<file path="config.mk">
export PLATFORM = sky130hd
export DESIGN_NAME = length_prefixed_packet_parser
export DESIGN_NICKNAME = d
export VERILOG_FILES = /design/src/design/lpp_pkg.sv /design/src/design/lpp_core.sv /design/src/design/lpp_out_reg.sv /design/src/design/length_prefixed_packet_parser.sv
export SDC_FILE = /design/constraint.sdc
export NUM_CORES = 1
export LEC_CHECK = 0
export BUFFER_PORTS_ARGS = -buffer_cell sky130_fd_sc_hd__buf_2
export CELL_PAD_IN_SITES_DETAIL_PLACEMENT = 0
export CELL_PAD_IN_SITES_GLOBAL_PLACEMENT = 2
export CORE_ASPECT_RATIO = 0.6
export CORE_UTILIZATION = 43
export DETAILED_ROUTE_END_ITERATION = 12
export PLACE_DENSITY = 0.91
export RECOVER_POWER = 100
export SLEW_MARGIN = 10
export SYNTH_ARGS = -nofsm -noshare
export SYNTH_HDL_FRONTEND = slang
export SYNTH_SLANG_ARGS = --single-unit
</file>
<file path="constraint.sdc">
create_clock -name i_clk -period 7 [get_ports i_clk]
set_clock_uncertainty 0.15 [all_clocks]
set_input_delay 2.1 -clock i_clk [delete_from_list [all_inputs] [get_ports i_clk]]
set_output_delay 2.1 -clock i_clk [all_outputs]
set_load 0.02 [all_outputs]
</file>
<file path="src/design/lpp_pkg.sv">
// ----------------------------------------------------------------------------
// lpp_pkg
// Shared types and constants for the length-prefixed packet parser.
// ----------------------------------------------------------------------------
package lpp_pkg;

    localparam int MAX_PAYLOAD  = 8;
    localparam int IDX_W        = $clog2(MAX_PAYLOAD);
    localparam int CNT_W        = 4;
    localparam int PAYLOAD_W    = 64;

    localparam logic [7:0] HEADER_RESET  = 8'h55;
    localparam logic [7:0] TIMEOUT_RESET = 8'd19;
    localparam logic [7:0] IDLE_MAX      = 8'hFF;

    // configuration register indexes
    localparam logic [7:0] CFG_HEADER  = 8'd0;
    localparam logic [7:0] CFG_TIMEOUT = 8'd1;

    typedef enum logic [2:0] {
        ST_BUSY    = 3'd0,
        ST_GOOD    = 3'd1,
        ST_CSUM    = 3'd2,
        ST_TIMEOUT = 3'd3,
        ST_LENERR  = 3'd4
    } t_status;

    typedef enum logic [3:0] {
        PH_HUNT = 4'b0001,
        PH_LEN  = 4'b0010,
        PH_DATA = 4'b0100,
        PH_SUM  = 4'b1000
    } t_phase;

    typedef struct packed {
        logic       valid;
        logic [7:0] index;
        logic [7:0] data;
    } t_cfg_wr;

    typedef struct packed {
        t_status                status;
        logic [CNT_W-1:0]       length;
        logic [PAYLOAD_W-1:0]   payload;
    } t_result;

endpackage

</file>
<file path="src/design/lpp_core.sv">
// ----------------------------------------------------------------------------
// lpp_core
// Parser state, payload buffer, config registers and per-word result logic.
// ----------------------------------------------------------------------------
module lpp_core (
    input  logic             i_clk,
    input  logic             i_rst_n,
    input  lpp_pkg::t_cfg_wr i_cfg,
    input  logic             i_step,
    input  logic [7:0]       i_byte,
    output lpp_pkg::t_result o_result
);

    lpp_pkg::t_phase                r_phase, n_phase;
    logic [lpp_pkg::CNT_W-1:0]      r_exp_len, n_exp_len;
    logic [lpp_pkg::CNT_W-1:0]      r_count, n_count;
    logic [7:0]                     r_sum, n_sum;
    logic [7:0]                     r_idle, n_idle;
    logic [7:0]                     r_header;
    logic [7:0]                     r_timeout;
    logic [7:0]                     r_store [lpp_pkg::MAX_PAYLOAD];

    logic [lpp_pkg::CNT_W-1:0]      count_inc;
    logic                           store_we;
    logic                           non_finish;
    logic [lpp_pkg::PAYLOAD_W-1:0]  packed_payload;

    assign count_inc = r_count + lpp_pkg::CNT_W'(1);

    // mask out bytes past the packet length
    always_comb begin
        packed_payload = '0;
        for (int i = 0; i < lpp_pkg::MAX_PAYLOAD; i++) begin
            if (lpp_pkg::CNT_W'(i) < r_exp_len) begin
                packed_payload[8*i +: 8] = r_store[i];
            end
        end
    end

    always_comb begin
        n_phase    = r_phase;
        n_exp_len  = r_exp_len;
        n_count    = r_count;
        n_sum      = r_sum;
        n_idle     = r_idle;
        store_we   = 1'b0;
        non_finish = 1'b1;
        o_result.status  = lpp_pkg::ST_BUSY;
        o_result.length  = '0;
        o_result.payload = '0;

        unique case (r_phase)
            lpp_pkg::PH_HUNT: begin
                if (i_byte == r_header) begin
                    n_phase = lpp_pkg::PH_LEN;
                end
            end
            lpp_pkg::PH_LEN: begin
                if (i_byte == 8'd0 || i_byte > 8'(lpp_pkg::MAX_PAYLOAD)) begin
                    non_finish      = 1'b0;
                    n_phase         = lpp_pkg::PH_HUNT;
                    n_count         = '0;
                    n_sum           = '0;
                    n_idle          = '0;
                    o_result.status = lpp_pkg::ST_LENERR;
                end else begin
                    n_exp_len = i_byte[lpp_pkg::CNT_W-1:0];
                    n_count   = '0;
                    n_sum     = '0;
                    n_phase   = lpp_pkg::PH_DATA;
                end
            end
            lpp_pkg::PH_DATA: begin
                store_we = 1'b1;
                n_sum    = r_sum + i_byte;
                n_count  = count_inc;
                if (count_inc >= r_exp_len) begin
                    n_phase = lpp_pkg::PH_SUM;
                end
            end
            lpp_pkg::PH_SUM: begin
                non_finish = 1'b0;
                if (i_byte == r_sum) begin
                    o_result.status  = lpp_pkg::ST_GOOD;
                    o_result.length  = r_exp_len;
                    o_result.payload = packed_payload;
                end else begin
                    o_result.status = lpp_pkg::ST_CSUM;
                end
                n_phase = lpp_pkg::PH_HUNT;
                n_count = '0;
                n_sum   = '0;
                n_idle  = '0;
            end
            default: begin
                n_phase = lpp_pkg::PH_HUNT;
            end
        endcase

        // idle counter check uses the count before this word
        if (non_finish) begin
            if (r_idle > r_timeout) begin
                n_phase         = lpp_pkg::PH_HUNT;
                n_count         = '0;
                n_sum           = '0;
                n_idle          = '0;
                o_result.status = lpp_pkg::ST_TIMEOUT;
            end else if (r_idle < lpp_pkg::IDLE_MAX) begin
                n_idle = r_idle + 8'd1;
            end
        end
    end

    always_ff @(posedge i_clk) begin
        if (!i_rst_n) begin
            r_phase   <= lpp_pkg::PH_HUNT;
            r_exp_len <= '0;
            r_count   <= '0;
            r_sum     <= '0;
            r_idle    <= '0;
        end else if (i_step) begin
            r_phase   <= n_phase;
            r_exp_len <= n_exp_len;
            r_count   <= n_count;
            r_sum     <= n_sum;
            r_idle    <= n_idle;
        end
    end

    always_ff @(posedge i_clk) begin
        if (!i_rst_n) begin
            r_header  <= lpp_pkg::HEADER_RESET;
            r_timeout <= lpp_pkg::TIMEOUT_RESET;
        end else if (i_cfg.valid) begin
            unique case (i_cfg.index)
                lpp_pkg::CFG_HEADER:  r_header  <= i_cfg.data;
                lpp_pkg::CFG_TIMEOUT: r_timeout <= i_cfg.data;
                default: ;
            endcase
        end
    end

    always_ff @(posedge i_clk) begin
        if (i_step && store_we) begin
            r_store[r_count[lpp_pkg::IDX_W-1:0]] <= i_byte;
        end
    end

endmodule

</file>
<file path="src/design/lpp_out_reg.sv">
// ----------------------------------------------------------------------------
// lpp_out_reg
// Result register holding one word until the downstream side takes it.
// ----------------------------------------------------------------------------
module lpp_out_reg (
    input  logic             i_clk,
    input  logic             i_rst_n,
    input  logic             i_load,
    input  lpp_pkg::t_result i_result,
    input  logic             i_stall,
    output logic             o_valid,
    output lpp_pkg::t_result o_result
);

    logic             r_valid;
    lpp_pkg::t_result r_result;

    always_ff @(posedge i_clk) begin
        if (!i_rst_n) begin
            r_valid <= 1'b0;
        end else if (i_load) begin
            r_valid <= 1'b1;
        end else if (!i_stall) begin
            r_valid <= 1'b0;
        end
    end

    always_ff @(posedge i_clk) begin
        if (i_load) begin
            r_result <= i_result;
        end
    end

    assign o_valid  = r_valid;
    assign o_result = r_result;

endmodule

</file>
<file path="src/design/length_prefixed_packet_parser.sv">
// ----------------------------------------------------------------------------
// length_prefixed_packet_parser
// Header / length / payload / checksum parser, one result word per byte.
// An accepted byte passes through the input register, then the result register.
// Throughput: 1 byte per cycle while the output is not stalled; parser state advances per step.
// Reset: synchronous active low; hunts for header, config back to defaults.
// Payload buffer is not cleared; only bytes of the current packet are read.
// ----------------------------------------------------------------------------
module length_prefixed_packet_parser (
    input  logic        i_clk,
    input  logic        i_rst_n,
    input  logic        i_valid,
    output logic        o_stall,
    input  logic [7:0]  i_rx_byte,
    output logic        o_valid,
    input  logic        i_stall,
    output logic [2:0]  o_status,
    output logic [3:0]  o_payload_length,
    output logic [63:0] o_payload,
    input  logic        i_cfg_valid,
    output logic        o_cfg_ready,
    input  logic [7:0]  i_cfg_index,
    input  logic [7:0]  i_cfg_data
);

    logic             r_in_valid;
    logic [7:0]       r_in_byte;
    logic             step;
    lpp_pkg::t_cfg_wr cfg;
    lpp_pkg::t_result core_result;
    lpp_pkg::t_result out_result;

    assign o_cfg_ready = 1'b1;
    assign cfg.valid   = i_cfg_valid;
    assign cfg.index   = i_cfg_index;
    assign cfg.data    = i_cfg_data;

    // word moves into the result register when that register is free
    assign step    = r_in_valid && (!o_valid || !i_stall);
    assign o_stall = r_in_valid && !step;

    always_ff @(posedge i_clk) begin
        if (!i_rst_n) begin
            r_in_valid <= 1'b0;
        end else if (!o_stall) begin
            r_in_valid <= i_valid;
        end
    end

    always_ff @(posedge i_clk) begin
        if (i_valid && !o_stall) begin
            r_in_byte <= i_rx_byte;
        end
    end

    lpp_core u_core (
        .i_clk    (i_clk),
        .i_rst_n  (i_rst_n),
        .i_cfg    (cfg),
        .i_step   (step),
        .i_byte   (r_in_byte),
        .o_result (core_result)
    );

    lpp_out_reg u_out (
        .i_clk    (i_clk),
        .i_rst_n  (i_rst_n),
        .i_load   (step),
        .i_result (core_result),
        .i_stall  (i_stall),
        .o_valid  (o_valid),
        .o_result (out_result)
    );

    assign o_status         = out_result.status;
    assign o_payload_length = out_result.length;
    assign o_payload        = out_result.payload;

    a_good_len: assert property (@(posedge i_clk) disable iff (!i_rst_n)
        (o_valid && o_status == lpp_pkg::ST_GOOD) |->
        (o_payload_length != 4'd0 && o_payload_length <= 4'(lpp_pkg::MAX_PAYLOAD)))
        else $error("good packet with bad length");

    a_other_zero: assert property (@(posedge i_clk) disable iff (!i_rst_n)
        (o_valid && o_status != lpp_pkg::ST_GOOD) |->
        (o_payload_length == 4'd0 && o_payload == 64'd0))
        else $error("non-good result carries payload");

    a_hold_input: assert property (@(posedge i_clk) disable iff (!i_rst_n)
        (r_in_valid && o_valid && i_stall) |=> (r_in_valid && $stable(r_in_byte)))
        else $error("pending word lost while output stalled");

endmodule
</file>
# --- After elaboration in Yosys (flattened, before gate mapping) ---
# Memories as Yosys holds them, arrays and structs flattened. A register that Yosys moved wholly into a read port is not among the register bits.
# Cells that the tools add are included.
word_totals:
  mem_count: 1
  ram_bits: 64
  ff_bits: 61
  input_bits: 29
  output_inout_bits: 74
classes:
  n_lt_le_gt_ge: 12
  add_sub_neg: 3
  n_reduce_logical: 33
  n_mux: 29
  n_eq_ne: 8
  bitwise_logic: 1
memory_table:
  columns: ["memory", "depth", "width", "read_ports", "rd_clocked_by_memory_dff", "wr", "line_no", "rtl"]
  rows:
  - ["u_core.r_store", 8, 8, 8, 8, 1, "lpp_core.sv:21", "logic [7:0] r_store [lpp_pkg::MAX_PAYLOAD];"]
ops:
  columns: ["operator", "n"]
  rows:
  - ["8-bit 2-to-1 mux", 6]
  - ["8-bit one-hot mux with 2 select lines", 2]
  - ["3-bit AND reduction", 9]
  - ["4-bit 2-to-1 mux", 6]
  - ["8-bit equality test", 2]
  - ["8-bit zero test", 2]
  - ["3-bit by 4-bit < comparator with 1-bit output (first input constant)", 4]
  - ["1-bit zero test", 12]
  - ["3-bit 2-to-1 mux", 4]
  - ["4-bit one-hot mux with 3 select lines", 1]
  - ["8-bit by 1-bit adder with 8-bit output (second input constant)", 1]
  - ["8-bit adder", 1]
  - ["8-bit by 1-bit equality test with 1-bit output (second input constant)", 1]
  - ["8-bit by 4-bit greater-than comparator with 1-bit output (second input constant)", 1]
  - ["8-bit greater-than comparator", 1]
  - ["1-bit by 4-bit < comparator with 1-bit output (first input constant)", 2]
  - ["2-bit by 4-bit < comparator with 1-bit output (first input constant)", 2]
  - ["8-bit < comparator (second input constant)", 1]
  - ["4-bit one-hot mux with 2 select lines", 1]
  - ["1-bit 2-to-1 mux", 6]
  - ["3-bit one-hot mux with 2 select lines", 1]
  - ["2-bit AND reduction", 3]
  - ["4-bit by 1-bit adder with 4-bit output (second input constant)", 1]
  - ["4-bit by 1-bit equality test with 1-bit output (second input constant)", 1]
  - ["other kinds (11)", 15]

# --- Longest topological paths before layout ---
# Gate-level depths: netlist of the first run.
depth:
  depth_word: 7
  depth_mapped: 9
  ltp_nobuf: 9

# --- Modules after synthesis ---
# A second synthesis of the first run with hierarchy kept.
unflattened:
  hier_cells: 541
  hier_area_um2: 7564.8
modules_own_cells:
  columns: ["mod", "n_inst", "cells_each", "area_each_um2", "seq_area_each_um2"]
  rows:
  - ["lpp_core", 1, 452, 5097.4, 2802.7]
  - ["lpp_out_reg", 1, 74, 2163.3, 2152.1]
  - ["length_prefixed_packet_parser", 1, 15, 304.0, 260.2]

# --- Worst setup path before layout of the first run ---
# OpenSTA, ideal clock, no wires.
synth_timing:
  path_kind: "input port to output port"
  from: "input port i_stall"
  to: "output port o_stall"
  path_stages: 1
  setup_slack_ns: 2.364
  arrival_ns: 2.386
  cell_sequence: "and3_1"
synth_via:
  elab_chain_len: 5
synth_rtl:
  columns: ["element", "line_no", "rtl"]
  rows:
  - ["start: declaration", "length_prefixed_packet_parser.sv:16", "input logic i_stall,"]
  - ["1-bit zero test", null, null]
  - ["1-bit logical OR", "length_prefixed_packet_parser.sv:39", "assign step = r_in_valid && (!o_valid || !i_stall);"]
  - ["1-bit logical AND", "length_prefixed_packet_parser.sv:39", null]
  - ["1-bit zero test", "length_prefixed_packet_parser.sv:40", "assign o_stall = r_in_valid && !step;"]
  - ["1-bit logical AND", "length_prefixed_packet_parser.sv:40", null]
  - ["end: declaration", "length_prefixed_packet_parser.sv:13", "output logic o_stall,"]
# No other way between the ends.

# --- Final worst setup path of the first run ---
# Ends and elaborated chain as after synthesis.

==> results of run 1 <==
==> final timing paths <==
| kind | start | end | cells past startpoint |
|---|---|---|---|
| setup / recovery | i_stall | o_stall | 3 |
| hold / removal | u_core.r_header[0]$_SDFFE_PN1P_ | u_core.r_header[0]$_SDFFE_PN1P_ | 2 |
| setup reg to reg | r_in_byte[3]$_DFFE_PP_ | u_out.o_result[5]$_SDFFCE_PN0P_ | 7 |
| hold reg to reg | u_core.r_header[0]$_SDFFE_PN1P_ | u_core.r_header[0]$_SDFFE_PN1P_ | 2 |
==> area by class of cell <==
cell class                      instances  area (um2)  share of cell area (%)
Multi-Input combinational cell        323        2151                   24.48
Clock buffer                           18       429.2                   4.885
Inverter                               17       63.81                  0.7264
Clock inverter                         14       206.4                   2.350
Tap cell                              234       292.8                   3.333
Sequential cell                       189        5215                   59.36
Timing Repair Buffer                  104       426.7                   4.857
==> layer usage <==
layer | up-vias | share of wire [%] | routed length, um
li1 | 2187 | - | -
met5 | - | 0 | 0
met1 | 2105 | 50 | 7673
met4 | 0 | 0.54 | 83
met3 | 6 | 7.2 | 1114
met2 | 141 | 42 | 6516
==> cell families (layout without fill, tap and decap cells) <==
kind of cell,count (synthesis),after routing,share of synthesized area [%]
other,1,1,0.04974
buffers and inverters,29,153,1.709
AO/OA/AOI/OAI,55,55,5.212
adder cells (fa/ha/maj),22,22,3.751
flip-flops,189,189,69.18
AND/OR/NAND/NOR,201,201,14.62
multiplexers,22,22,2.921
XOR/XNOR,22,22,2.556
==> cells in the final DEF (no fill, tap or decap), drive strengths merged, types with 2 or more instances in the layout <==
cell,Yosys,final
nor4,8,8
ha,21,21
and2,65,65
nor2,55,55
and3,5,5
o21bai,2,2
edfxtp,143,143
a32oi,10,10
o211ai,2,2
o21a,2,2
dfxtp,46,46
nor2b,5,5
buf,9,27
a21oi,20,20
nand2,27,27
nor3,6,6
o31ai,2,2
bufinv,0,3
xor2,11,11
nand4,8,8
inv,16,21
xnor2,11,11
clkbuf,3,95
o21ai,10,10
nand3,8,8
mux2i,22,22
nand2b,7,7
clkinv,1,7
==> report_power, final <==
group	internal [W]	total, W	leakage, nW	switching (W)
clock network	0.000579	0.00102	0.309	0.000439
logic	0.0000219	0.0000829	1.05	0.0000611
registers	0.00123	0.00125	1.65	0.0000220
==> flip-flops by register name, indices dropped and copies added (netlist names), 8 cells and up <==
signal and count:
u_out.o_result 71, u_core.r_timeout 8, r_in_byte 8, u_core.r_sum 8
u_core.r_store 64, u_core.r_header 8, u_core.r_idle 8
==> per-stage QoR <==
step                setup slack (ns)  cells  cell area (um2)
floorplan                      2.364    541             7538
global placement               2.185    867             8294
detailed placement             2.179    867             8294
CTS                            2.177    899             8930
global route                   2.020    899             8785
finish                         2.095    899             8785
==> critical path, delay by kind of cell <==
family / cells / cell delay, ns
and+or+nand+nor: 1 / 0.21
buffers and inverters: 2 / 0.35
==> results.rst, run 1 <==
.. list-table::
   :header-rows: 1

   * - Metric
     - Value
   * - Max Cap Violations
     - 0
   * - Final design utilization
     - 51.29%
   * - Width of the die
     - ~170 um
   * - Global routing usage on met3
     - 5.058%
   * - Maximum number of pins on one net before global-route repair
     - slightly above 70
   * - Boundary pin count
     - 103
   * - Post-synth cell types
     - 56
   * - Fill cell count
     - 1,472
   * - Pre-Repair DR Iteration Count
     - 5
   * - Routed WL per cell
     - about 17 um
   * - Yosys reg bits
     - between 150 and 200
   * - Post-synthesis sequential area ratio
     - 69.18%
   * - Antenna violations before repair
     - 0
   * - Peak Freq
     - ~200 MHz
   * - Die area
     - about 18,000 um2
   * - Number of global-route vias before repair
     - roughly 4,300
   * - Busiest metal layer after global routing
     - met1
   * - Htree depth
     - 4
   * - Synthesis warning total
     - 0
   * - Aggregate global-route resource usage
     - 17.76%
   * - Run status
     - completed
   * - CTS tree
     - yes
   * - Met2 capacity usage during global routing
     - between 20% and 30%
   * - Starting utilization of the core area
     - between 40% and 50%
   * - Hold Buf Count CTS
     - 0
   * - Vias
     - approximately 4,400
   * - Post-cts repair resize count
     - 0
   * - Crit-path slowest cell
     - sky130_fd_sc_hd__clkbuf_1
   * - Count of buffers inserted at the top-level ports
     - a little over 100
   * - Largest fanout on the critical path
     - 3
   * - Weighted congestion at the end of routability-driven global placement
     - just under 0.8
   * - Number of nets at the end of the flow
     - 703
   * - Top post-synthesis cells by count
     - 143 x sky130_fd_sc_hd__edfxtp_1, 65 x sky130_fd_sc_hd__and2_1, 52 x sky130_fd_sc_hd__nor2_1, 46 x sky130_fd_sc_hd__dfxtp_1, 26 x sky130_fd_sc_hd__nand2_1
   * - Layout cells sized above 1
     - between 9 and 10%
   * - Leakage
     - roughly 3 nW
   * - Placeable Area
     - approximately 17,000 um2
   * - Remaining DRCs
     - 0
   * - Clock slew at the register clock pins of the worst setup and hold paths
     - roughly 0.070 ns
   * - Worst path max stage delay
     - between 0.2 and 0.25 ns
   * - Final Hold Violating Endpoints
     - 0
   * - Overflow after GRT
     - 0
   * - Critical path endpoint category
     - output port
   * - Gate Count Post-Synth
     - around 540
   * - Count leader, synth
     - sky130_fd_sc_hd__edfxtp_1
   * - Average cell area after synthesis
     - approximately 14 um2
   * - Later-pin clock latency in the skew report
     - ~0.43 ns
   * - Final worst path period share
     - 70.07%
   * - Crit-path cells
     - clkbuf_1 -> and3_1 -> clkbuf_1
   * - Post-CTS setup buffers
     - 0
   * - Die boundary height
     - 104.6 um
   * - Worst endpoint required time
     - around 4.8 ns
   * - Sink count of the clock tree
     - about 190
   * - Number of clock buffers inserted by TritonCTS
     - 17
   * - Synthesized netlist net count
     - 592
   * - Initial DRC Count
     - about 340
   * - Hold/Removal Path Class
     - register to register
   * - Type of element launching the critical path
     - input pin
   * - Type of the worst setup path
     - input pin to output port
   * - Minimum setup slack among reg-to-reg paths
     - ~3.4 ns
   * - Final critical-path required period
     - 4.905 ns
   * - Setup repair after global routing missed its margin
     - no
   * - Number of rows in the core area
     - 37
   * - Wire length of the first global-routing pass
     - ~24 mm
   * - Library cell with the largest summed area after synthesis
     - sky130_fd_sc_hd__edfxtp_1
   * - Number of enable flip-flop cells after synthesis
     - ~140
   * - Detailed-placement wirelength estimate
     - around 10 mm
   * - Ys flop type
     - sky130_fd_sc_hd__edfxtp_1
   * - Total chip power
     - ~0.0024 W
   * - Post-synthesis to final-layout area growth
     - 16.53%
   * - Worst slew margin
     - between 20% and 30%
   * - Top cells by area in the synthesized netlist
     - sky130_fd_sc_hd__edfxtp_1 57%, sky130_fd_sc_hd__dfxtp_1 12%, sky130_fd_sc_hd__and2_1 5.4%
   * - Setup violations, final
     - 0
   * - Crit-path most repeated cell
     - sky130_fd_sc_hd__clkbuf_1
   * - Power per cell area
     - 267.5 nW/um2
   * - Setup TNS
     - 0 ns
   * - Share of synthesized flip-flops with an asynchronous set or reset
     - 0%
   * - Vias per cell
     - 4.938
   * - Final-report max-slew violation count
     - 0
   * - Routed Antenna Nets
     - 0
   * - Max VDD drop
     - roughly 0.16 mV
   * - Final hold slack
     - between 0.3 and 0.4 ns
   * - Pin slew with the least headroom to its limit
     - 1.154 ns
   * - Met1 GRT Util
     - 26.86%
   * - Max Root-Sink Buffers
     - 2
   * - Wirelength, routed
     - between 15 and 20 mm
   * - Fraction of synthesized cell area taken by the top area cell type
     - 56.96%
   * - Arrival time reported for the critical path endpoint
     - between 2 and 3 ns
   * - Number of diodes
     - 0
   * - Root buf cell
     - sky130_fd_sc_hd__clkbuf_16
   * - Post-synthesis instance area
     - between 7000 and 8000 um2
Note: power is estimated with default switching activity, not from simulation.
==> inputs of run 2 (changes only) <==
CORE_UTILIZATION = 36   (was 43)
PLACE_DENSITY = 0.82   (was 0.91)
clock period = 4.2 ns   (was 7 ns; I/O delays follow)
==> results.rst, run 2 (synthesis results as in run 1) <==
.. list-table::
   :header-rows: 1

   * - Metric
     - Value
   * - Post-synthesis to final-layout area growth
     - 16.86% (was 16.53%)
   * - Number of clock buffers inserted by TritonCTS
     - 17 (unchanged)
   * - Worst slew margin
     - -1.767% (was 22.46%)
   * - Start point of the critical path
     - i_stall (unchanged)
   * - Clock slew at the register clock pins of the worst setup and hold paths
     - 0.07 ns (about the same)
   * - Placeable Area
     - 20,270 um2 (was 17,130 um2)
   * - Final hold slack
     - 0.3349 ns (was 0.3463 ns)
   * - Hold/Removal Path Class
     - register to register (unchanged)
   * - Placed cells
     - 917 (was 867)
   * - Starting utilization of the core area
     - 37.19% (was 44.01%)
   * - Number of nets at the end of the flow
     - 714 (was 703)
   * - Hold Buf Count CTS
     - 0 (unchanged)
   * - Htree depth
     - 4 (unchanged)
   * - Root buf cell
     - sky130_fd_sc_hd__clkbuf_16 (unchanged)
   * - Total chip power
     - 0.003839 W (was 0.002350 W)
   * - Violations in the final reports
     - max-capacitance violations, max-slew violations
   * - Non-filler instance count after layout
     - 949 (was 899)
   * - Weighted congestion at the end of routability-driven global placement
     - 0.8265 (was 0.7772)
   * - Termination of the worst setup path
     - u_core.r_store[0][3]$_DFFE_PP_ (was o_stall)
   * - Final worst path period share
     - 84.31%
   * - Crit-path most repeated cell
     - sky130_fd_sc_hd__clkbuf_1 (unchanged)
   * - Crit-path cells
     - clkbuf_1 -> nand2_1 -> nand2_1 -> nor4_1 -> clkbuf_1 -> nand2b_1 -> nor3_1 -> clkbuf_1 (was clkbuf_1 -> and3_1 -> clkbuf_1)
   * - Max VDD drop
     - 0.2959 mV (was 0.1592 mV)
   * - Arrival time reported for the critical path endpoint
     - 3.48 ns (was 2.66 ns)
   * - Number of cells traversed by the worst register-to-register path
     - 6 (was 7)
   * - Number of rows in the core area
     - 40 (was 37)
   * - Final critical-path required period
     - approximately 3.5 ns
   * - Sink count of the clock tree
     - 189 (unchanged)
   * - Layout cells sized above 1
     - 9.615% (was 9.925%)
   * - Max Cap Violations
     - 1 (was 0)
   * - Post-cts repair resize count
     - 0 (unchanged)
   * - Setup TNS
     - 0 ns (unchanged)
   * - Most frequent standard cell in the layout excluding fill and tap cells
     - sky130_fd_sc_hd__edfxtp_1 (unchanged)
   * - Leakage
     - 2.990 nW (was 3.004 nW)
   * - Number of flip-flops in the largest register
     - 71 (unchanged)
   * - Worst path max stage delay
     - 0.57 ns (was 0.24 ns)
   * - Pre-Repair DR Iteration Count
     - 5 (unchanged)
   * - Final Hold Violating Endpoints
     - 0 (unchanged)
   * - Routed Antenna Nets
     - 0 (unchanged)
   * - Wirelength, routed
     - 16.23 mm (was 15.39 mm)
   * - Critical path endpoint category
     - register (was output port)
   * - Antenna violations before repair
     - 0 (unchanged)
   * - Number of diodes
     - 0 (unchanged)
   * - Power per cell area
     - 435.8 nW/um2 (was 267.5 nW/um2)
   * - Run status
     - finished, violations left (was completed)
   * - Worst endpoint required time
     - 4.14 ns (was 4.75 ns)
   * - Vias per cell
     - 4.798 (was 4.938)
   * - Detailed-placement wirelength estimate
     - 11.09 mm (was 10.49 mm)
   * - Boundary pin count
     - 103 (unchanged)
   * - Number of global-route vias before repair
     - 4,454 (was 4,321)
   * - Post-CTS setup buffers
     - 0 (unchanged)
   * - Wire length of the first global-routing pass
     - 25.12 mm (was 24.09 mm)
   * - Initial DRC Count
     - 334 (was 341)
   * - Vias
     - 4,553 (was 4,439)
   * - Die boundary height
     - 114.1 um (was 104.6 um)
   * - Routed WL per cell
     - 17.11 um (was 17.12 um)
   * - Setup repair after global routing missed its margin
     - no (unchanged)
   * - Worst reg2reg endpoint
     - u_out.o_result[11]$_SDFFCE_PN0P_ (was u_out.o_result[5]$_SDFFCE_PN0P_)
   * - Later-pin clock latency in the skew report
     - 0.43 ns (about the same)
   * - Startpoint of the tightest hold check path
     - u_core.r_timeout[1]$_SDFFE_PN1P_ (was u_core.r_header[0]$_SDFFE_PN1P_)
   * - Count of buffers inserted at the top-level ports
     - 101 (unchanged)
   * - Pin slew with the least headroom to its limit
     - 1.523 ns (was 1.154 ns)
   * - Peak Freq
     - ~280 MHz
   * - Remaining DRCs
     - 0 (unchanged)
   * - Type of element launching the critical path
     - input pin (unchanged)
   * - Commonest cells after routing, fill and taps aside
     - 143 x sky130_fd_sc_hd__edfxtp_1, 86 x sky130_fd_sc_hd__clkbuf_1, 56 x sky130_fd_sc_hd__and2_0 (was 143 x sky130_fd_sc_hd__edfxtp_1, 78 x sky130_fd_sc_hd__clkbuf_1, 55 x sky130_fd_sc_hd__nor2_1)
   * - Overflow after GRT
     - 0 (unchanged)
   * - Setup violations, final
     - 0 (unchanged)
   * - Crit-path slowest cell
     - sky130_fd_sc_hd__clkbuf_1 (unchanged)
   * - Maximum number of pins on one net before global-route repair
     - 29 (was 71)
   * - Largest fanout on the critical path
     - 15 (was 3)
   * - Width of the die
     - 188.8 um (was 172.9 um)
   * - Minimum setup slack among reg-to-reg paths
     - 0.70 ns (was 3.44 ns)
   * - Die area
     - 21,540 um2 (was 18,080 um2)
   * - Max Root-Sink Buffers
     - 2 (unchanged)
   * - CTS tree
     - yes (unchanged)
   * - Final-report max-slew violation count
     - 20 (was 0)
   * - Aggregate global-route resource usage
     - 15.64% (was 17.76%)
   * - Type of the worst setup path
     - input pin to register (was input pin to output port)
   * - FF-to-FF Start
     - r_in_byte[1]$_DFFE_PP_ (was r_in_byte[3]$_DFFE_PP_)
==> run 2: changes by cell type in the layout (fill, tap and decap cells not counted), moves of 2 or more <==
| cell | previous run | this run |
|---|---|---|
| sky130_fd_sc_hd__clkbuf_1 | 78 | 86 |
| sky130_fd_sc_hd__clkinv_4 | 4 | 1 |
| sky130_fd_sc_hd__clkinvlp_4 | 0 | 3 |
| sky130_fd_sc_hd__inv_8 | 2 | 5 |
| sky130_fd_sc_hd__and2_0 | 54 | 56 |
| sky130_fd_sc_hd__and2_1 | 11 | 9 |
| sky130_fd_sc_hd__bufinv_16 | 3 | 1 |
| sky130_fd_sc_hd__clkbuf_2 | 0 | 2 |
==> run 2: layout make-up <==
class | count | area [um2]
clock buffers | 17 | 425.4
fillers | 1872 | 11460
well taps | 273 | 341.6
inverters | 17 | 63.81
clock inverters | 15 | 171.4
multi-input cells | 323 | 2122
repair buffers | 115 | 470.5
flip-flops and latches | 189 | 5215
==> run 2: stage by stage <==
step / setup slack (ns) / util (%) / cell area (um2)
4_1_cts: 0.9063 / 44.51 / 9022
5_1_grt: 0.4254 / 43.46 / 8810
3_3_place_gp: 0.9239 / 41.57 / 8426
2_1_floorplan: 0.7680 / - / 7538
6_report: 0.6591 / 43.46 / 8810
3_5_place_dp: 0.8194 / 41.57 / 8426
==> run 2: per-layer routing <==
layer	vias up	global-route usage, %	wire, um
li1	2208	-	-
met2	126	22.75	6875
met3	21	3.953	945
met1	2198	22.62	8218
met5	-	0	0
met4	0	5.484	193
==> run 2: power by group <==
group	internal (W)	switching [W]	leakage, nW
logic	0.0000386	0.000128	1.06
registers	0.00204	0.0000168	1.65
clock network	0.000849	0.000761	0.283
==> run 2: worst min-delay path by stage <==
stage / cells after the start / to / slack [ns]
2_1_floorplan: 2 / u_core.r_timeout[1]$_SDFFE_PN1P_ / 0.29
3_3_place_gp: 2 / u_core.r_timeout[4]$_SDFFE_PN1P_ / 0.31
3_5_place_dp: 2 / u_core.r_timeout[1]$_SDFFE_PN1P_ / 0.32
4_1_cts: 2 / u_core.r_timeout[1]$_SDFFE_PN1P_ / 0.34
5_1_grt: 2 / u_core.r_sum[2]$_SDFFE_PN0P_ / 0.36
6_report: 2 / u_core.r_timeout[1]$_SDFFE_PN1P_ / 0.33
==> run 2: worst max-delay path, delay by kind of cell <==
kind / cells / cell delay [ns]
buf+inv: 3 / 1.04
simple gates: 5 / 1.16
